### src/design/cfr_pkg.sv
// Shared types and codes for the clock frame replacement engine.
`timescale 1ns / 1ps

package cfr_pkg;

    // Input action codes
    localparam logic [1:0] ACT_INSTALL = 2'd0;
    localparam logic [1:0] ACT_TOUCH   = 2'd1;
    localparam logic [1:0] ACT_EVICT   = 2'd2;

    // Result status codes
    localparam logic [1:0] STATUS_DONE   = 2'd0;
    localparam logic [1:0] STATUS_VICTIM = 2'd1;
    localparam logic [1:0] STATUS_NONE   = 2'd2;

    localparam int SLOT_W = 6;
    localparam int AGE_W  = 2;

    // Command kind after classification in the front end
    typedef enum logic [1:0] {
        KIND_NOP,
        KIND_INSTALL,
        KIND_TOUCH,
        KIND_EVICT
    } kind_t;

    typedef struct packed {
        kind_t             kind;
        logic [SLOT_W-1:0] slot;
    } cmd_t;

    // Per-slot state as held in the frame table
    typedef struct packed {
        logic             valid;
        logic             ref_bit;
        logic [AGE_W-1:0] age;
    } entry_t;

    localparam int ENTRY_W = $bits(entry_t);

    typedef enum logic [2:0] {
        ST_CLEAR,
        ST_IDLE,
        ST_INST,
        ST_TOUCH,
        ST_SWEEP
    } state_t;

    // Back end status toward the front end
    typedef struct packed {
        logic clearing;
    } back_status_t;

endpackage

### src/design/cfr_ram.sv
// Generic simple dual-port RAM with registered read.
`timescale 1ns / 1ps

module cfr_ram #(
    parameter int WIDTH = 4,
    parameter int DEPTH = 64
) (
    input  logic                     clk,
    input  logic                     we,
    input  logic [$clog2(DEPTH)-1:0] waddr,
    input  logic [WIDTH-1:0]         wdata,
    input  logic [$clog2(DEPTH)-1:0] raddr,
    output logic [WIDTH-1:0]         rdata
);

    logic [WIDTH-1:0] mem [DEPTH];
    logic [WIDTH-1:0] rdata_reg;

    always_ff @(posedge clk)
    begin
        if (we)
        begin
            mem[waddr] <= wdata;
        end
        rdata_reg <= mem[raddr];
    end

    assign rdata = rdata_reg;

endmodule

### src/design/cfr_front.sv
// Front end: accepts input transfers, classifies them and queues commands.
`timescale 1ns / 1ps

module cfr_front #(
    parameter int FRAMES = 64
) (
    input  logic                  clk,
    input  logic                  rst_n,
    input  logic                  in_valid,
    output logic                  in_ready,
    input  logic [1:0]            in_action,
    input  logic [5:0]            in_slot,
    input  cfr_pkg::back_status_t back_status,
    output logic                  q_valid,
    output cfr_pkg::cmd_t         q_cmd,
    input  logic                  q_pop
);

    cfr_pkg::cmd_t q_mem_reg [2];
    logic          wr_ptr_reg, wr_ptr_next;
    logic          rd_ptr_reg, rd_ptr_next;
    logic [1:0]    fill_reg, fill_next;
    cfr_pkg::cmd_t cls_cmd;
    logic          in_range;
    logic          push;

    assign in_range = 32'(in_slot) < FRAMES;

    always_comb
    begin
        cls_cmd.slot = in_slot;
        case (in_action)
            cfr_pkg::ACT_INSTALL:
                cls_cmd.kind = in_range ? cfr_pkg::KIND_INSTALL : cfr_pkg::KIND_NOP;
            cfr_pkg::ACT_TOUCH:
                cls_cmd.kind = in_range ? cfr_pkg::KIND_TOUCH : cfr_pkg::KIND_NOP;
            cfr_pkg::ACT_EVICT:
                cls_cmd.kind = cfr_pkg::KIND_EVICT;
            default:
                cls_cmd.kind = cfr_pkg::KIND_NOP;
        endcase
    end

    assign in_ready = !back_status.clearing && (fill_reg != 2'd2);
    assign push     = in_valid && in_ready;
    assign q_valid  = (fill_reg != 2'd0);
    assign q_cmd    = q_mem_reg[rd_ptr_reg];

    always_comb
    begin
        wr_ptr_next = push ? !wr_ptr_reg : wr_ptr_reg;
        rd_ptr_next = q_pop ? !rd_ptr_reg : rd_ptr_reg;
        fill_next   = fill_reg + 2'(push) - 2'(q_pop);
    end

    always_ff @(posedge clk or negedge rst_n)
    begin
        if (!rst_n)
        begin
            wr_ptr_reg <= 1'b0;
            rd_ptr_reg <= 1'b0;
            fill_reg   <= 2'd0;
        end
        else
        begin
            wr_ptr_reg <= wr_ptr_next;
            rd_ptr_reg <= rd_ptr_next;
            fill_reg   <= fill_next;
        end
    end

    always_ff @(posedge clk)
    begin
        if (push)
        begin
            q_mem_reg[wr_ptr_reg] <= cls_cmd;
        end
    end

endmodule

### src/design/cfr_back.sv
// Back end: frame table, clock hand sweep and result register.
`timescale 1ns / 1ps

module cfr_back #(
    parameter int FRAMES = 64
) (
    input  logic                  clk,
    input  logic                  rst_n,
    input  logic [1:0]            limit,
    input  logic                  q_valid,
    input  cfr_pkg::cmd_t         q_cmd,
    output logic                  q_pop,
    output cfr_pkg::back_status_t back_status,
    output logic                  out_valid,
    input  logic                  out_ready,
    output logic [1:0]            out_status,
    output logic [5:0]            out_victim
);

    localparam int AW = $clog2(FRAMES);
    localparam int CW = $clog2(FRAMES + 1);

    cfr_pkg::state_t state_reg, state_next;
    logic [AW-1:0]   hand_reg, hand_next;
    logic [AW-1:0]   clr_reg, clr_next;
    logic [CW-1:0]   count_reg, count_next;
    logic [AW-1:0]   slot_reg, slot_next;
    logic            out_valid_reg, out_valid_next;
    logic [1:0]      out_status_reg;
    logic [5:0]      out_victim_reg;

    logic            res_valid;
    logic [1:0]      res_status;
    logic [5:0]      res_victim;
    logic [AW-1:0]   hand_nxt;

    logic            we;
    logic [AW-1:0]   waddr;
    logic [AW-1:0]   raddr;
    cfr_pkg::entry_t wdata;
    cfr_pkg::entry_t rdata;
    logic [cfr_pkg::ENTRY_W-1:0] rdata_raw;

    cfr_ram #(
        .WIDTH(cfr_pkg::ENTRY_W),
        .DEPTH(FRAMES)
    ) u_table (
        .clk  (clk),
        .we   (we),
        .waddr(waddr),
        .wdata(wdata),
        .raddr(raddr),
        .rdata(rdata_raw)
    );

    assign rdata = rdata_raw;
    assign hand_nxt = (hand_reg == AW'(FRAMES - 1)) ? '0 : hand_reg + AW'(1);

    always_comb
    begin
        state_next = state_reg;
        hand_next  = hand_reg;
        clr_next   = clr_reg;
        count_next = count_reg;
        slot_next  = slot_reg;
        q_pop      = 1'b0;
        we         = 1'b0;
        waddr      = slot_reg;
        wdata      = '0;
        raddr      = hand_reg;
        res_valid  = 1'b0;
        res_status = cfr_pkg::STATUS_DONE;
        res_victim = '0;

        case (state_reg)
            cfr_pkg::ST_CLEAR:
            begin
                we    = 1'b1;
                waddr = clr_reg;
                if (clr_reg == AW'(FRAMES - 1))
                begin
                    state_next = cfr_pkg::ST_IDLE;
                end
                else
                begin
                    clr_next = clr_reg + AW'(1);
                end
            end
            cfr_pkg::ST_IDLE:
            begin
                if (q_valid && !out_valid_reg)
                begin
                    q_pop = 1'b1;
                    case (q_cmd.kind)
                        cfr_pkg::KIND_INSTALL:
                        begin
                            raddr      = AW'(q_cmd.slot);
                            slot_next  = AW'(q_cmd.slot);
                            state_next = cfr_pkg::ST_INST;
                        end
                        cfr_pkg::KIND_TOUCH:
                        begin
                            raddr      = AW'(q_cmd.slot);
                            slot_next  = AW'(q_cmd.slot);
                            state_next = cfr_pkg::ST_TOUCH;
                        end
                        cfr_pkg::KIND_EVICT:
                        begin
                            if (count_reg == '0)
                            begin
                                res_valid  = 1'b1;
                                res_status = cfr_pkg::STATUS_NONE;
                            end
                            else
                            begin
                                raddr      = hand_reg;
                                state_next = cfr_pkg::ST_SWEEP;
                            end
                        end
                        default:
                        begin
                            res_valid = 1'b1;
                        end
                    endcase
                end
            end
            cfr_pkg::ST_INST:
            begin
                we            = 1'b1;
                wdata.valid   = 1'b1;
                if (!rdata.valid)
                begin
                    count_next = count_reg + CW'(1);
                end
                res_valid  = 1'b1;
                state_next = cfr_pkg::ST_IDLE;
            end
            cfr_pkg::ST_TOUCH:
            begin
                we            = rdata.valid;
                wdata         = rdata;
                wdata.ref_bit = 1'b1;
                res_valid     = 1'b1;
                state_next    = cfr_pkg::ST_IDLE;
            end
            cfr_pkg::ST_SWEEP:
            begin
                // One slot per cycle: write back the current slot, read the next.
                waddr     = hand_reg;
                raddr     = hand_nxt;
                hand_next = hand_nxt;
                if (rdata.valid)
                begin
                    we = 1'b1;
                    if (rdata.ref_bit)
                    begin
                        wdata.valid = 1'b1;
                    end
                    else if (rdata.age >= limit)
                    begin
                        count_next = count_reg - CW'(1);
                        res_valid  = 1'b1;
                        res_status = cfr_pkg::STATUS_VICTIM;
                        res_victim = 6'(hand_reg);
                        state_next = cfr_pkg::ST_IDLE;
                    end
                    else
                    begin
                        wdata.valid = 1'b1;
                        wdata.age   = rdata.age + cfr_pkg::AGE_W'(1);
                    end
                end
            end
            default:
            begin
                state_next = cfr_pkg::ST_IDLE;
            end
        endcase

        out_valid_next = out_valid_reg && !out_ready;
        if (res_valid)
        begin
            out_valid_next = 1'b1;
        end
    end

    always_ff @(posedge clk or negedge rst_n)
    begin
        if (!rst_n)
        begin
            state_reg     <= cfr_pkg::ST_CLEAR;
            hand_reg      <= '0;
            clr_reg       <= '0;
            count_reg     <= '0;
            out_valid_reg <= 1'b0;
        end
        else
        begin
            state_reg     <= state_next;
            hand_reg      <= hand_next;
            clr_reg       <= clr_next;
            count_reg     <= count_next;
            out_valid_reg <= out_valid_next;
        end
    end

    always_ff @(posedge clk)
    begin
        slot_reg <= slot_next;
        if (res_valid)
        begin
            out_status_reg <= res_status;
            out_victim_reg <= res_victim;
        end
    end

    assign back_status.clearing = (state_reg == cfr_pkg::ST_CLEAR);
    assign out_valid  = out_valid_reg;
    assign out_status = out_status_reg;
    assign out_victim = out_victim_reg;

endmodule

### src/design/clock_frame_replacement.sv
// Top level of the clock (second-chance) frame replacement engine.
//
// Input stream s_*: one command per transfer (install, touch or evict).
// Output stream m_*: exactly one result per command, in command order.
// Config channel cfg_*: writes age_limit (0 acts as 1); write only while idle.
//
// Commands go through a two-entry queue into the table engine, so input
// transfers keep being taken while a result waits in the output register.
// Install and touch read the table in the engine, then write it.
// Evict sweeps the hand over the slots, one slot a cycle, until it finds a
// victim; an evict with no occupied slot returns status none without a sweep.
// The engine starts a command only when the output register is empty, so
// a stalled m_tready holds the engine; the queue then fills and s_tready
// drops. After reset the frame table is cleared one slot a cycle, with
// s_tready low; the config channel stays open.
`timescale 1ns / 1ps

module clock_frame_replacement #(
    parameter int FRAMES = 64
) (
    input  logic       clk,
    input  logic       rst_n,
    input  logic       s_tvalid,
    output logic       s_tready,
    input  logic [7:0] s_tdata,   // [1:0] action, [7:2] slot
    output logic       m_tvalid,
    input  logic       m_tready,
    output logic [7:0] m_tdata,   // [1:0] status, [7:2] victim_slot
    input  logic       cfg_valid,
    output logic       cfg_ready,
    input  logic [1:0] cfg_data
);

    logic [1:0]            age_limit_reg, age_limit_next;
    logic [1:0]            limit;
    logic                  q_valid;
    logic                  q_pop;
    cfr_pkg::cmd_t         q_cmd;
    cfr_pkg::back_status_t back_status;
    logic [1:0]            out_status;
    logic [5:0]            out_victim;

    assign cfg_ready      = 1'b1;
    assign age_limit_next = cfg_valid ? cfg_data : age_limit_reg;
    assign limit          = (age_limit_reg == 2'd0) ? 2'd1 : age_limit_reg;

    always_ff @(posedge clk or negedge rst_n)
    begin
        if (!rst_n)
        begin
            age_limit_reg <= 2'd1;
        end
        else
        begin
            age_limit_reg <= age_limit_next;
        end
    end

    cfr_front #(
        .FRAMES(FRAMES)
    ) u_front (
        .clk        (clk),
        .rst_n      (rst_n),
        .in_valid   (s_tvalid),
        .in_ready   (s_tready),
        .in_action  (s_tdata[1:0]),
        .in_slot    (s_tdata[7:2]),
        .back_status(back_status),
        .q_valid    (q_valid),
        .q_cmd      (q_cmd),
        .q_pop      (q_pop)
    );

    cfr_back #(
        .FRAMES(FRAMES)
    ) u_back (
        .clk        (clk),
        .rst_n      (rst_n),
        .limit      (limit),
        .q_valid    (q_valid),
        .q_cmd      (q_cmd),
        .q_pop      (q_pop),
        .back_status(back_status),
        .out_valid  (m_tvalid),
        .out_ready  (m_tready),
        .out_status (out_status),
        .out_victim (out_victim)
    );

    assign m_tdata = {out_victim, out_status};

endmodule
### config.mk
export PLATFORM = sky130hd
export DESIGN_NAME = clock_frame_replacement
export DESIGN_NICKNAME = d
export VERILOG_FILES = /design/src/design/cfr_pkg.sv /design/src/design/cfr_ram.sv /design/src/design/cfr_front.sv /design/src/design/cfr_back.sv /design/src/design/clock_frame_replacement.sv
export SDC_FILE = /design/constraint.sdc
export NUM_CORES = 1
export LEC_CHECK = 0
export BUFFER_PORTS_ARGS = -buffer_cell sky130_fd_sc_hd__buf_2
export CAP_MARGIN = 15
export CORE_UTILIZATION = 42
export DETAILED_ROUTE_END_ITERATION = 8
export GPL_TIMING_DRIVEN = 1
export PLACE_DENSITY_LB_ADDON = 0.05
export SLEW_MARGIN = 10
export SYNTH_ARGS = -nofsm -noshare
export SYNTH_HDL_FRONTEND = slang
export SYNTH_SLANG_ARGS = --single-unit
### constraint.sdc
create_clock -name clk -period 4.39 [get_ports clk]
set_input_delay 0 -clock clk [delete_from_list [all_inputs] [get_ports clk]]
set_output_delay 0 -clock clk [all_outputs]
set_load 0.005 [all_outputs]
-- After elaboration in Yosys (flattened, before gate mapping)
Memory sizes are Yosys's and may differ from the RTL's. A register that Yosys moved wholly into a read port is not among the register bits.
Index checks and enable logic that the tools add are counted.
Widths: inputs -> output; s select.
- memories kept: 2
- output and inout port bits: 11
- register bits: 43
- bits in writable memories: 272
- memory list (memory ; words ; bits a word ; rd ports ; clocked after Yosys merged registers in ; write ports ; line ; text):
    u_back.u_table.mem ; 64 ; 4 ; 1 ; 1 ; 1 ; cfr_ram.sv:16 ; logic [WIDTH-1:0] mem [DEPTH];
    u_front.q_mem_reg ; 2 ; 8 ; 1 ; 0 ; 1 ; cfr_front.sv:19 ; cfr_pkg::cmd_t q_mem_reg [2];
- $add $sub $neg: 7
- reduce and logical (&&, ||, !) cells: 23
- multiplexer cells: 52
- bitwise logic cells: 4
- equal/unequal tests: 20
- magnitude comparators: 1
- operator list (kind ; count):
    $mux 7 ; 4
    $pmux 6 s2 ; 2
    $mux 1 ; 18
    $mux 2 ; 9
    $mux 3 ; 6
    $mux 6 ; 3
    $pmux 3 s3 ; 2
    $pmux 7 s2 ; 1
    $add 6x1->6 const B ; 2
    $eq 6x6->1 const B ; 2
    $ne 2x2->1 const B ; 5
    $pmux 1 s3 ; 3
    $pmux 2 s2 ; 2
    $add 7x1->7 const B ; 1
    $logic_not 7->1 ; 1
    $reduce_and 7->1 ; 1
    $sub 7x1->7 const B ; 1
    $eq 2x2->1 const B ; 3
    $eq 3x2->1 const B ; 2
    $pmux 2 s3 ; 1
    $reduce_or 2->1 ; 3
    $logic_not 1->1 ; 5
    $reduce_and 5->1 ; 1
    $eq 2x1->1 const B ; 2
    other kinds (18) ; 27

-- Logic depth before layout (Yosys ltp)
Gate-level depths: netlist (run 1).
- depth in word-level cells: 8
- gate-level depth with buffers: 14
- gate-level depth less buffers: 11

-- Cells and area by module
Synthesis (run 1) repeated with hierarchy kept, for this count alone.
- cell total of the unflattened synthesis: 798
- area total of the unflattened synthesis: 13610.6 sq um
- modules (own cells, without submodules) (module ; area an instance (sq um) ; cells each ; times used ; seq. area each (sq um)):
    cfr_ram ; 10407.5 ; 521 ; 1 ; 7767.4
    cfr_back ; 2260.9 ; 218 ; 1 ; 996.0
    cfr_front ; 847.1 ; 51 ; 1 ; 580.6
    clock_frame_replacement ; 95.1 ; 8 ; 1 ; 51.3

-- Worst setup path after synthesis (run 1)
OpenSTA, ideal clock, no wires.
- kind: reg-to-reg
- start point: register age_limit_reg[0]
- end point: memory u_back.u_table.mem[0][1], data pin
- data required time: 3.670 ns
- buffers on the path: 0
- cell stages (with the launch flop): 7
- slack: -0.333 ns
- data arrival time: 4.002 ns
- setup time: 0.720 ns
- cells stage by stage: dfstp_2 -> nand2b_1 -> ha_1 -> nand2b_1 -> a21oi_1 -> nand2_1 -> o31ai_1
- cells in the longest elaborated chain, start to end: 7
- RTL lines (element ; line ; text):
    from (decl) ; clock_frame_replacement.sv:34 ; logic [1:0] age_limit_reg, age_limit_next;
    from (signal assigned) ; clock_frame_replacement.sv:55 ; age_limit_reg <= age_limit_next;
    $logic_not 2->1 ; clock_frame_replacement.sv:45 ; assign limit = (age_limit_reg == 2'd0) ? 2'd1 : age_limit_reg;
    $mux 2 (*) ; clock_frame_replacement.sv:45 ;
    $ge 2x2->1 (*) ; cfr_back.sv:159 ; else if (rdata.age >= limit)
    $mux 2 (*) ; cfr_back.sv:159 ;
    $mux 2 (*) ; cfr_back.sv:155 ; if (rdata.ref_bit)
    $mux 2 (*) ; cfr_back.sv:152 ; if (rdata.valid)
    $pmux 2 s2 (*) ; cfr_back.sv:75 ; case (state_reg)
    named net u_back.u_table.wdata[1] ; cfr_ram.sv:11 ; input logic [WIDTH-1:0] wdata,
    to (decl) ; cfr_ram.sv:16 ;
The timed path passes the listed nets; every way through them passes the cells marked *.

-- Worst setup path in the final report (run 1)
- start point: register u_front.rd_ptr_reg
- end point: register u_back.u_table.rdata_reg[0], in the netlist u_back.u_table.rdata[0], read port of u_back.u_table.mem
- cells in the longest elaborated chain, start to end: 6
- elaborated cells between the ends (all ways): 7
- classes of those cells: 2 x eq/ne; 3 x mux; 1 x reduce/logical; 1 x memory
- RTL lines (element ; line ; text):
    from (decl) ; cfr_front.sv:21 ; logic rd_ptr_reg, rd_ptr_next;
    from (signal assigned) ; cfr_front.sv:67 ; rd_ptr_reg <= rd_ptr_next;
    $mem_v2 2x8 (*) ; n/a ;
    $eq 2x1->1 / $eq 2x2->1 (equally long branches) ; cfr_back.sv:94 ; case (q_cmd.kind)
    $reduce_or 2->1 (no source line) ; n/a ;
    $mux 6 (*) ; n/a ;
    $mux 6 (*) ; cfr_back.sv:91 ; if (q_valid && !out_valid_reg)
    $pmux 6 s2 (*) ; cfr_back.sv:75 ;
    to (decl) ; cfr_ram.sv:17 ; logic [WIDTH-1:0] rdata_reg;
Mark *: on every way between the ends. The rest lies on a longest branch, timed or not.
A chain may end at the register's enable or synchronous reset.

==> run summary, run 1 <==
Top cell type by total area after synthesis -> sky130_fd_sc_hd__edfxtp_1
Tmin final -> 3.91 ns
Count of unique library cells instantiated by Yosys -> 58
Post-placement cell count -> 1510
Post-Synthesis Net Count -> 1104
Fraction of layout cells with a size suffix above 1 -> 11.9%
Stages on worst setup path -> 12
Capture instance of the worst register-to-register path -> u_back.u_table.rdata[0]
Required time reported for the critical path endpoint -> 4.84 ns
Met3 GRT Util -> 3.07%
Met2 Use GR -> 34.5%
Seq/Total Area, Yosys -> 68.8%
Setup slack of the most critical reg-to-reg path -> 0.48 ns
Number of antenna cells inserted -> 0
Power Total -> 6.13 mW
Maximum resistive drop on vdd -> 0.217 mV
Arrival @ worst endpoint -> 4.36 ns
Clock tree from TritonCTS -> built
Maximum cell stage delay along the critical path -> 0.53 ns
Multiplexer fraction of the synthesized cell area -> 3.39%
Pin slew with the least headroom to its limit -> 1.13 ns
Clock-pin slew reported for the worst setup and hold paths after clock tree synthesis -> 0.06 ns
Rel. slew slack -> 24.5%
Cell count after synthesis -> 1072
Vias per cell -> 5.41
Post-placement cell area -> 14400 µm²
Max-slew violation count -> 0
Outcome -> completed
Clock buffers created by TritonCTS -> 37
Die Area -> 33200 µm²
Die Wd -> 182 µm
Synth-to-layout area growth -> 14.6%
Clock latency on the worst-skew pair -> 0.51 ns
Post-route ant nets -> 0
Worst Path Buf+Inv -> 2
Initial detailed-routing violation count -> 661
Power density over the cells -> 391 nW/µm²
Num ports -> 26
Initial antenna violation count -> 0
Post-synthesis compound-gate area fraction -> 10.7%
First-pass GRT wire length -> 52700 µm
Synth Area per Inst -> 12.7 µm²
Fraction of the mapped netlist area in simple logic gates -> 11.9%
Post-CTS repair timing setup buffer count -> 0
Longest Clk Path Bufs -> 3
Combinational family with the most area after synthesis -> simple AND/OR/NAND/NOR gates
Average wire per cell in the routed design -> 21.6 µm
Net count reported at finish -> 1163
Number of enable flip-flop cells after synthesis -> 286
CTS HTree Levels -> 2
Starting utilization of the core area -> 43.0%
Number of detailed-route iterations in the first pass -> 5
Vias in the first global route -> 8629
Std-Cell Core Area -> 31800 µm²
Type of element capturing the critical path -> flop
Maximum operating frequency -> 256 MHz
Leakage component of the power -> 4.94 nW
Proportion of synthesized flip-flops having asynchronous set or reset -> 9.09%
Ys flop type -> sky130_fd_sc_hd__edfxtp_1
GRT Util Overall -> 21.3%
Area fraction of the dominant cell type after synthesis -> 62.9%
TritonCTS sink count -> 319
Worst path top cell family by delay -> simple AND/OR/NAND/NOR gates
Setup Crit Path Kind -> flop to flop
Max-Cap Viols -> 0
Reg-to-Reg Start -> u_front.rd_ptr_reg
Total number of placement rows -> 65
Post-Synth Adder-Cell Area -> 1.61%
Hold WC Path Type -> input pin to async pin
Skew final -> 0.0124 ns
Setup repair after global routing missed its margin -> no
Endpoints failing hold -> 0
#FFs+latches synth -> 319
DRC errors left -> 0
Maximum number of pins on one net before global-route repair -> 65
Total negative setup slack -> 0 ns
Cell count of the worst reg-to-reg path -> 12
Count of synthesis-stage warnings from yosys -> 0
Category of the worst setup path launch point -> flop
CTS Root Cell -> sky130_fd_sc_hd__clkbuf_16
Die outline height -> 182 µm
Fraction of synthesized cell area in xor and xnor cells -> 1.03%
Count of input and output buffers -> 24
Number of flip-flops in the largest register -> 256
Hold WS -> 0.0676 ns
Sequence of cells on the critical path -> buf_4 -> mux2i_1 -> ha_1 -> or4b_4 -> o211ai_1 -> and3_4 -> buf_4 -> a21oi_1 -> a221oi_1 -> nor2_1 -> o211ai_1 -> and4_1
Number of standard cells in the layout, taps in and fillers out -> 1591
Cell Area, Synth -> 13700 µm²
Congestion Overflow GR -> 0
Half-perimeter wire length after detailed placement -> 22400 µm
Global routing's busiest layer -> met2
GR Layer Usage met1 -> 29.6%
Drt total wl -> 34400 µm
DR vias -> 8602
Post-route cell area -> 15700 µm²
Maximum net fanout on the critical path -> 24
Total of endpoints with negative setup slack in the final report -> 0
Gp weighted congestion -> 0.806
Share of the clock period used by the worst path after layout -> 89.1%
Ranking of synthesized cells by area -> sky130_fd_sc_hd__edfxtp_1 63%, sky130_fd_sc_hd__dfrtp_1 5.1%, sky130_fd_sc_hd__nand2_1 4.9%
Cell with the largest stage delay on the worst path -> sky130_fd_sc_hd__or4b_4
## routing by layer
metal | up-vias | share of wire, %
met1 | 4249 | 46
li1 | 4097 | -
met5 | - | 0
met4 | 0 | 2.7
met2 | 200 | 47
met3 | 56 | 4.4
## power breakdown
group          switching, mW  internal (mW)  leakage, nW
clock network           1.17           1.65        0.526
registers           0.000706           3.27         2.45
logic                 0.0151         0.0196         1.96
total                   1.19           4.94         4.94
## placed cells by master (no fill, tap or decap), types with 7 or more instances in the layout
cell type and count:
sky130_fd_sc_hd__dlygate4sd3_1 17, sky130_fd_sc_hd__edfxtp_1 286, sky130_fd_sc_hd__a221oi_1 29, sky130_fd_sc_hd__clkinv_1 13, sky130_fd_sc_hd__nor2b_1 7, sky130_fd_sc_hd__dfrtp_1 28
sky130_fd_sc_hd__and3_1 7, sky130_fd_sc_hd__xnor2_1 13, sky130_fd_sc_hd__o211ai_1 10, sky130_fd_sc_hd__inv_1 16, sky130_fd_sc_hd__nand2_1 176, sky130_fd_sc_hd__ha_1 16
sky130_fd_sc_hd__a22oi_1 24, sky130_fd_sc_hd__mux2i_1 35, sky130_fd_sc_hd__clkbuf_16 37, sky130_fd_sc_hd__nand3_1 43, sky130_fd_sc_hd__buf_2 24, sky130_fd_sc_hd__o21ai_0 16
sky130_fd_sc_hd__o21ai_1 7, sky130_fd_sc_hd__nor2_1 96, sky130_fd_sc_hd__mux2_2 10, sky130_fd_sc_hd__a21oi_1 95, sky130_fd_sc_hd__a21o_1 8, sky130_fd_sc_hd__and2_1 9
sky130_fd_sc_hd__buf_4 34
## repair_timing
action                                 CTS  global route
resized for setup                        0             0
hold buffers                            17             0
endpoints found under the hold margin   50             0
## cell families after synthesis
| family | after synthesis |
|---|---|
| AOI/OAI and AO/OA | 225 |
| muxes | 45 |
| other | 1 |
| DFF | 319 |
| adders and majority gates | 17 |
| buffers and inverters | 75 |
| xor gates and xnor gates | 16 |
| and+or+nand+nor | 374 |
## area by class of cell
type / count / area (µm²)
clock buffer: 43 / 948
clock inverter: 21 / 148
fill: 2849 / 16100
inverter: 17 / 63.8
multi-input combinational: 678 / 3950
sequential: 319 / 9400
tap: 435 / 544
timing repair buffer: 78 / 606
## how the worst max path moves through the flow
stage | from | endpoint | slack, ns
after floorplan | age_limit_reg[0] | u_back.u_table.mem[0][1] | 0.92
after global placement | u_front.rd_ptr_reg | u_back.u_table.rdata[0] | 0.59
after detailed placement | u_front.rd_ptr_reg | u_back.u_table.rdata[0] | 0.51
after CTS | u_front.rd_ptr_reg | u_back.u_table.rdata[0] | 0.48
after global routing | u_front.rd_ptr_reg | u_back.u_table.rdata[3] | 0.26
final | u_front.rd_ptr_reg | u_back.u_table.rdata[0] | 0.48
## synth_stat cells (5+ instances only)
cell	number
sky130_fd_sc_hd__edfxtp_1	286
sky130_fd_sc_hd__nand2_1	178
sky130_fd_sc_hd__nor2_1	96
sky130_fd_sc_hd__a21oi_1	95
sky130_fd_sc_hd__nand3_1	44
sky130_fd_sc_hd__mux2i_1	35
sky130_fd_sc_hd__a221oi_1	29
sky130_fd_sc_hd__dfrtp_1	28
sky130_fd_sc_hd__a22oi_1	24
sky130_fd_sc_hd__buf_2	24
sky130_fd_sc_hd__clkbuf_1	22
sky130_fd_sc_hd__ha_1	16
sky130_fd_sc_hd__inv_1	16
sky130_fd_sc_hd__o21ai_0	16
sky130_fd_sc_hd__xnor2_1	13
sky130_fd_sc_hd__and2_1	11
sky130_fd_sc_hd__mux2_2	10
sky130_fd_sc_hd__o211ai_1	10
sky130_fd_sc_hd__a21o_1	9
sky130_fd_sc_hd__and3_1	8
sky130_fd_sc_hd__nor2b_1	7
sky130_fd_sc_hd__o21ai_1	7
sky130_fd_sc_hd__a21oi_2	6
sky130_fd_sc_hd__a32oi_1	6
sky130_fd_sc_hd__nand2b_1	5
sky130_fd_sc_hd__nand4_1	5
sky130_fd_sc_hd__nor3_1	5
## through the flow
stage	setup WS (ns)	util (%)
floorplan	0.923	-
global placement	0.588	45.3
detailed placement	0.508	45.3
CTS	0.479	49.2
global route	0.262	49.2
finish	0.479	49.2
(Power assumes the default switching activity.)
==> run 2, diff against run 1 <==
- CORE_UTILIZATION: 42 -> 40
==> run summary, run 2 (same netlist as run 1, synthesis figures left out) <==
Half-perimeter wire length after detailed placement -> 22400 µm (+0.17%)
Gp weighted congestion -> 0.815 (+1.1%)
Starting utilization of the core area -> 40.7% (-2.2 points)
Area of the multi-input gates -> 3960 µm² (+0.13%)
Top library cells by usage in the layout, fill and taps aside -> 286 x sky130_fd_sc_hd__edfxtp_1, 176 x sky130_fd_sc_hd__nand2_1, 96 x sky130_fd_sc_hd__nor2_1
DRC errors left -> 0 (unchanged)
Skew final -> 0.0202 ns (+0.00784 ns)
Synth-to-layout area growth -> 16.1%
Maximum operating frequency -> 258 MHz (+1.0%)
Hold WC Path Type -> input pin to async pin
Clock latency on the worst-skew pair -> 0.53 ns (+0.02 ns)
Total negative setup slack -> 0 ns (unchanged)
Average wire per cell in the routed design -> 21.5 µm (-0.46%)
Category of the worst setup path launch point -> flop
Post-route cell area -> 15900 µm² (+1.3%)
Total number of placement rows -> 67 (+3.1%)
Count of input and output buffers -> 24 (unchanged)
DR vias -> 8683 (+0.94%)
Share of the clock period used by the worst path after layout -> 88.2% (-0.89 points)
Std-Cell Core Area -> 33500 µm² (+5.4%)
Setup Crit Path Kind -> flop to flop
Longest Clk Path Bufs -> 3 (unchanged)
Total of endpoints with negative setup slack in the final report -> 0 (unchanged)
Drt total wl -> 34400 µm (+0.11%)
Num ports -> 26 (unchanged)
Vias in the first global route -> 8666 (+0.43%)
Area taken by flip-flops and latches -> 9400 µm² (unchanged)
Die Area -> 34900 µm² (+4.9%)
Post-placement cell area -> 14400 µm² (+0.29%)
Number of detailed-route iterations in the first pass -> 5 (unchanged)
Max-slew violation count -> 0 (unchanged)
Fraction of layout cells with a size suffix above 1 -> 12.2% (+0.39 points)
Clock-pin slew reported for the worst setup and hold paths after clock tree synthesis -> 0.06 ns (about the same)
Maximum number of pins on one net before global-route repair -> 65 (unchanged)
Setup repair after global routing missed its margin -> no
Outcome -> completed
Net count reported at finish -> 1158 (-0.43%)
Post-route ant nets -> 0 (unchanged)
Vias per cell -> 5.43 (+0.37%)
GRT Util Overall -> 20.0% (-1.3 points)
Utilization after layout -> 47.3% (-1.9 points)
Initial antenna violation count -> 1 (+1)
Power density over the cells -> 407 nW/µm² (+4.1%)
Cell with the largest stage delay on the worst path -> sky130_fd_sc_hd__or4b_4
Required time reported for the critical path endpoint -> 4.87 ns (+0.03 ns)
Clock buffers created by TritonCTS -> 36 (-2.7%)
Rel. slew slack -> 35.0% (+11 points)
Worst path top cell family by delay -> simple AND/OR/NAND/NOR gates
Number of flip-flops in the largest register -> 256 (unchanged)
Tmin final -> 3.87 ns (-0.0390 ns)
Pin slew with the least headroom to its limit -> 0.974 ns (-0.154 ns)
Leading cell type in the layout, fill and taps excluded -> sky130_fd_sc_hd__edfxtp_1
Initial detailed-routing violation count -> 619 (-6.4%)
CTS Root Cell -> sky130_fd_sc_hd__clkbuf_16
Type of element capturing the critical path -> flop
First-pass GRT wire length -> 52800 µm (+0.16%)
Arrival @ worst endpoint -> 4.35 ns (about the same)
Maximum resistive drop on vdd -> 0.323 mV (+49%)
Die outline height -> 187 µm (+2.4%)
Clock tree from TritonCTS -> built
Congestion Overflow GR -> 0 (unchanged)
Setup slack of the most critical reg-to-reg path -> 0.52 ns (+0.04 ns)
Worst Path Buf+Inv -> 2 (unchanged)
Critical Path Most Common Cell -> sky130_fd_sc_hd__o211ai_1
Maximum net fanout on the critical path -> 30 (+25%)
Number of antenna cells inserted -> 0 (unchanged)
Maximum cell stage delay along the critical path -> 0.54 ns (about the same)
Max-Cap Viols -> 0 (unchanged)
Die Wd -> 187 µm (+2.4%)
Total of fill cells in the finished design -> 3048 (+7.0%)
TritonCTS sink count -> 319 (unchanged)
CTS HTree Levels -> 2 (unchanged)
Post-CTS resize count -> 0 (unchanged)
Endpoints failing hold -> 0 (unchanged)
Leakage component of the power -> 5.03 nW (+1.9%)
Sequence of cells on the critical path -> buf_4 -> mux2i_1 -> ha_1 -> or4b_4 -> o211ai_1 -> and3_4 -> buf_12 -> a21oi_1 -> a221oi_1 -> nor2_1 -> o211ai_1 -> and4_1
## run 2: changes by cell type in the layout (fill, tap and decap cells not counted), sizes merged
cell	previous run	this run
bufinv	2	6
clkbuf	43	47
buf	61	57
clkinvlp	3	0
clkinv	17	12
## run 2: per-stage QoR
stage | setup WS (ns) | power, mW | hold slack (ns) | instances
6_report | 0.518 | 6.46 | 0.0664 | 1600
5_1_grt | 0.191 | 6.64 | 0.121 | 1600
4_1_cts | 0.507 | 6.54 | 0.0792 | 1600
3_5_place_dp | 0.511 | 3.35 | 0.104 | 1519
3_3_place_gp | 0.560 | 3.35 | 0.102 | 1519
2_1_floorplan | 0.923 | 3.34 | -0.296 | 1072
## run 2: final timing paths
path	startpoint	to	depth (start not counted)
max	u_front.rd_ptr_reg	u_back.u_table.rdata[0]	12
min	rst_n	u_back.count_reg[4]	2
max reg2reg	u_front.rd_ptr_reg	u_back.u_table.rdata[0]	12
min reg2reg	u_back.count_reg[6]	u_back.count_reg[6]	1
max in group asynchronous	rst_n	u_back.clr_reg[0]	2
min in group clk	s_tdata[5]	u_front.q_mem_reg[0][3]	2
## run 2: worst reg2reg max path, stage by stage, from the launching register on
cell and delay (ns):
sky130_fd_sc_hd__dfrtp_1 0.34, sky130_fd_sc_hd__buf_4 0.18, sky130_fd_sc_hd__mux2i_1 0.28, sky130_fd_sc_hd__ha_1 0.30
sky130_fd_sc_hd__or4b_4 0.54, sky130_fd_sc_hd__o211ai_1 0.32, sky130_fd_sc_hd__and3_4 0.40, sky130_fd_sc_hd__buf_12 0.24
sky130_fd_sc_hd__a21oi_1 0.10, sky130_fd_sc_hd__a221oi_1 0.44, sky130_fd_sc_hd__nor2_1 0.14, sky130_fd_sc_hd__o211ai_1 0.33
sky130_fd_sc_hd__and4_1 0.23
## run 2: final cells by class
cell class              count  share of cell area, %
repair buffers             74                   3.94
clock buffers              47                   6.40
flip-flops and latches    319                   59.2
well taps                 448                   3.53
multi-input cells         678                   25.0
clock inverters            17                   1.52
inverters                  17                  0.402
## run 2: timing repair
item / in CTS / in global routing
endpoints found under the hold margin: 50 / 0
hold buffers: 17 / 0
setup buffers: 0 / 0
## run 2: report_power, final
group	switching, mW	internal, mW
clock network	1.18	1.98
logic	0.0151	0.0196
registers	0.000917	3.27
## run 2: routing by layer
layer	routed length (µm)	up-vias	track usage, %
met2	16600	193	33.3
li1	-	4106	-
met1	15400	4325	26.6
met3	1500	59	3.39
met5	0	-	0
met4	930	0	6.49
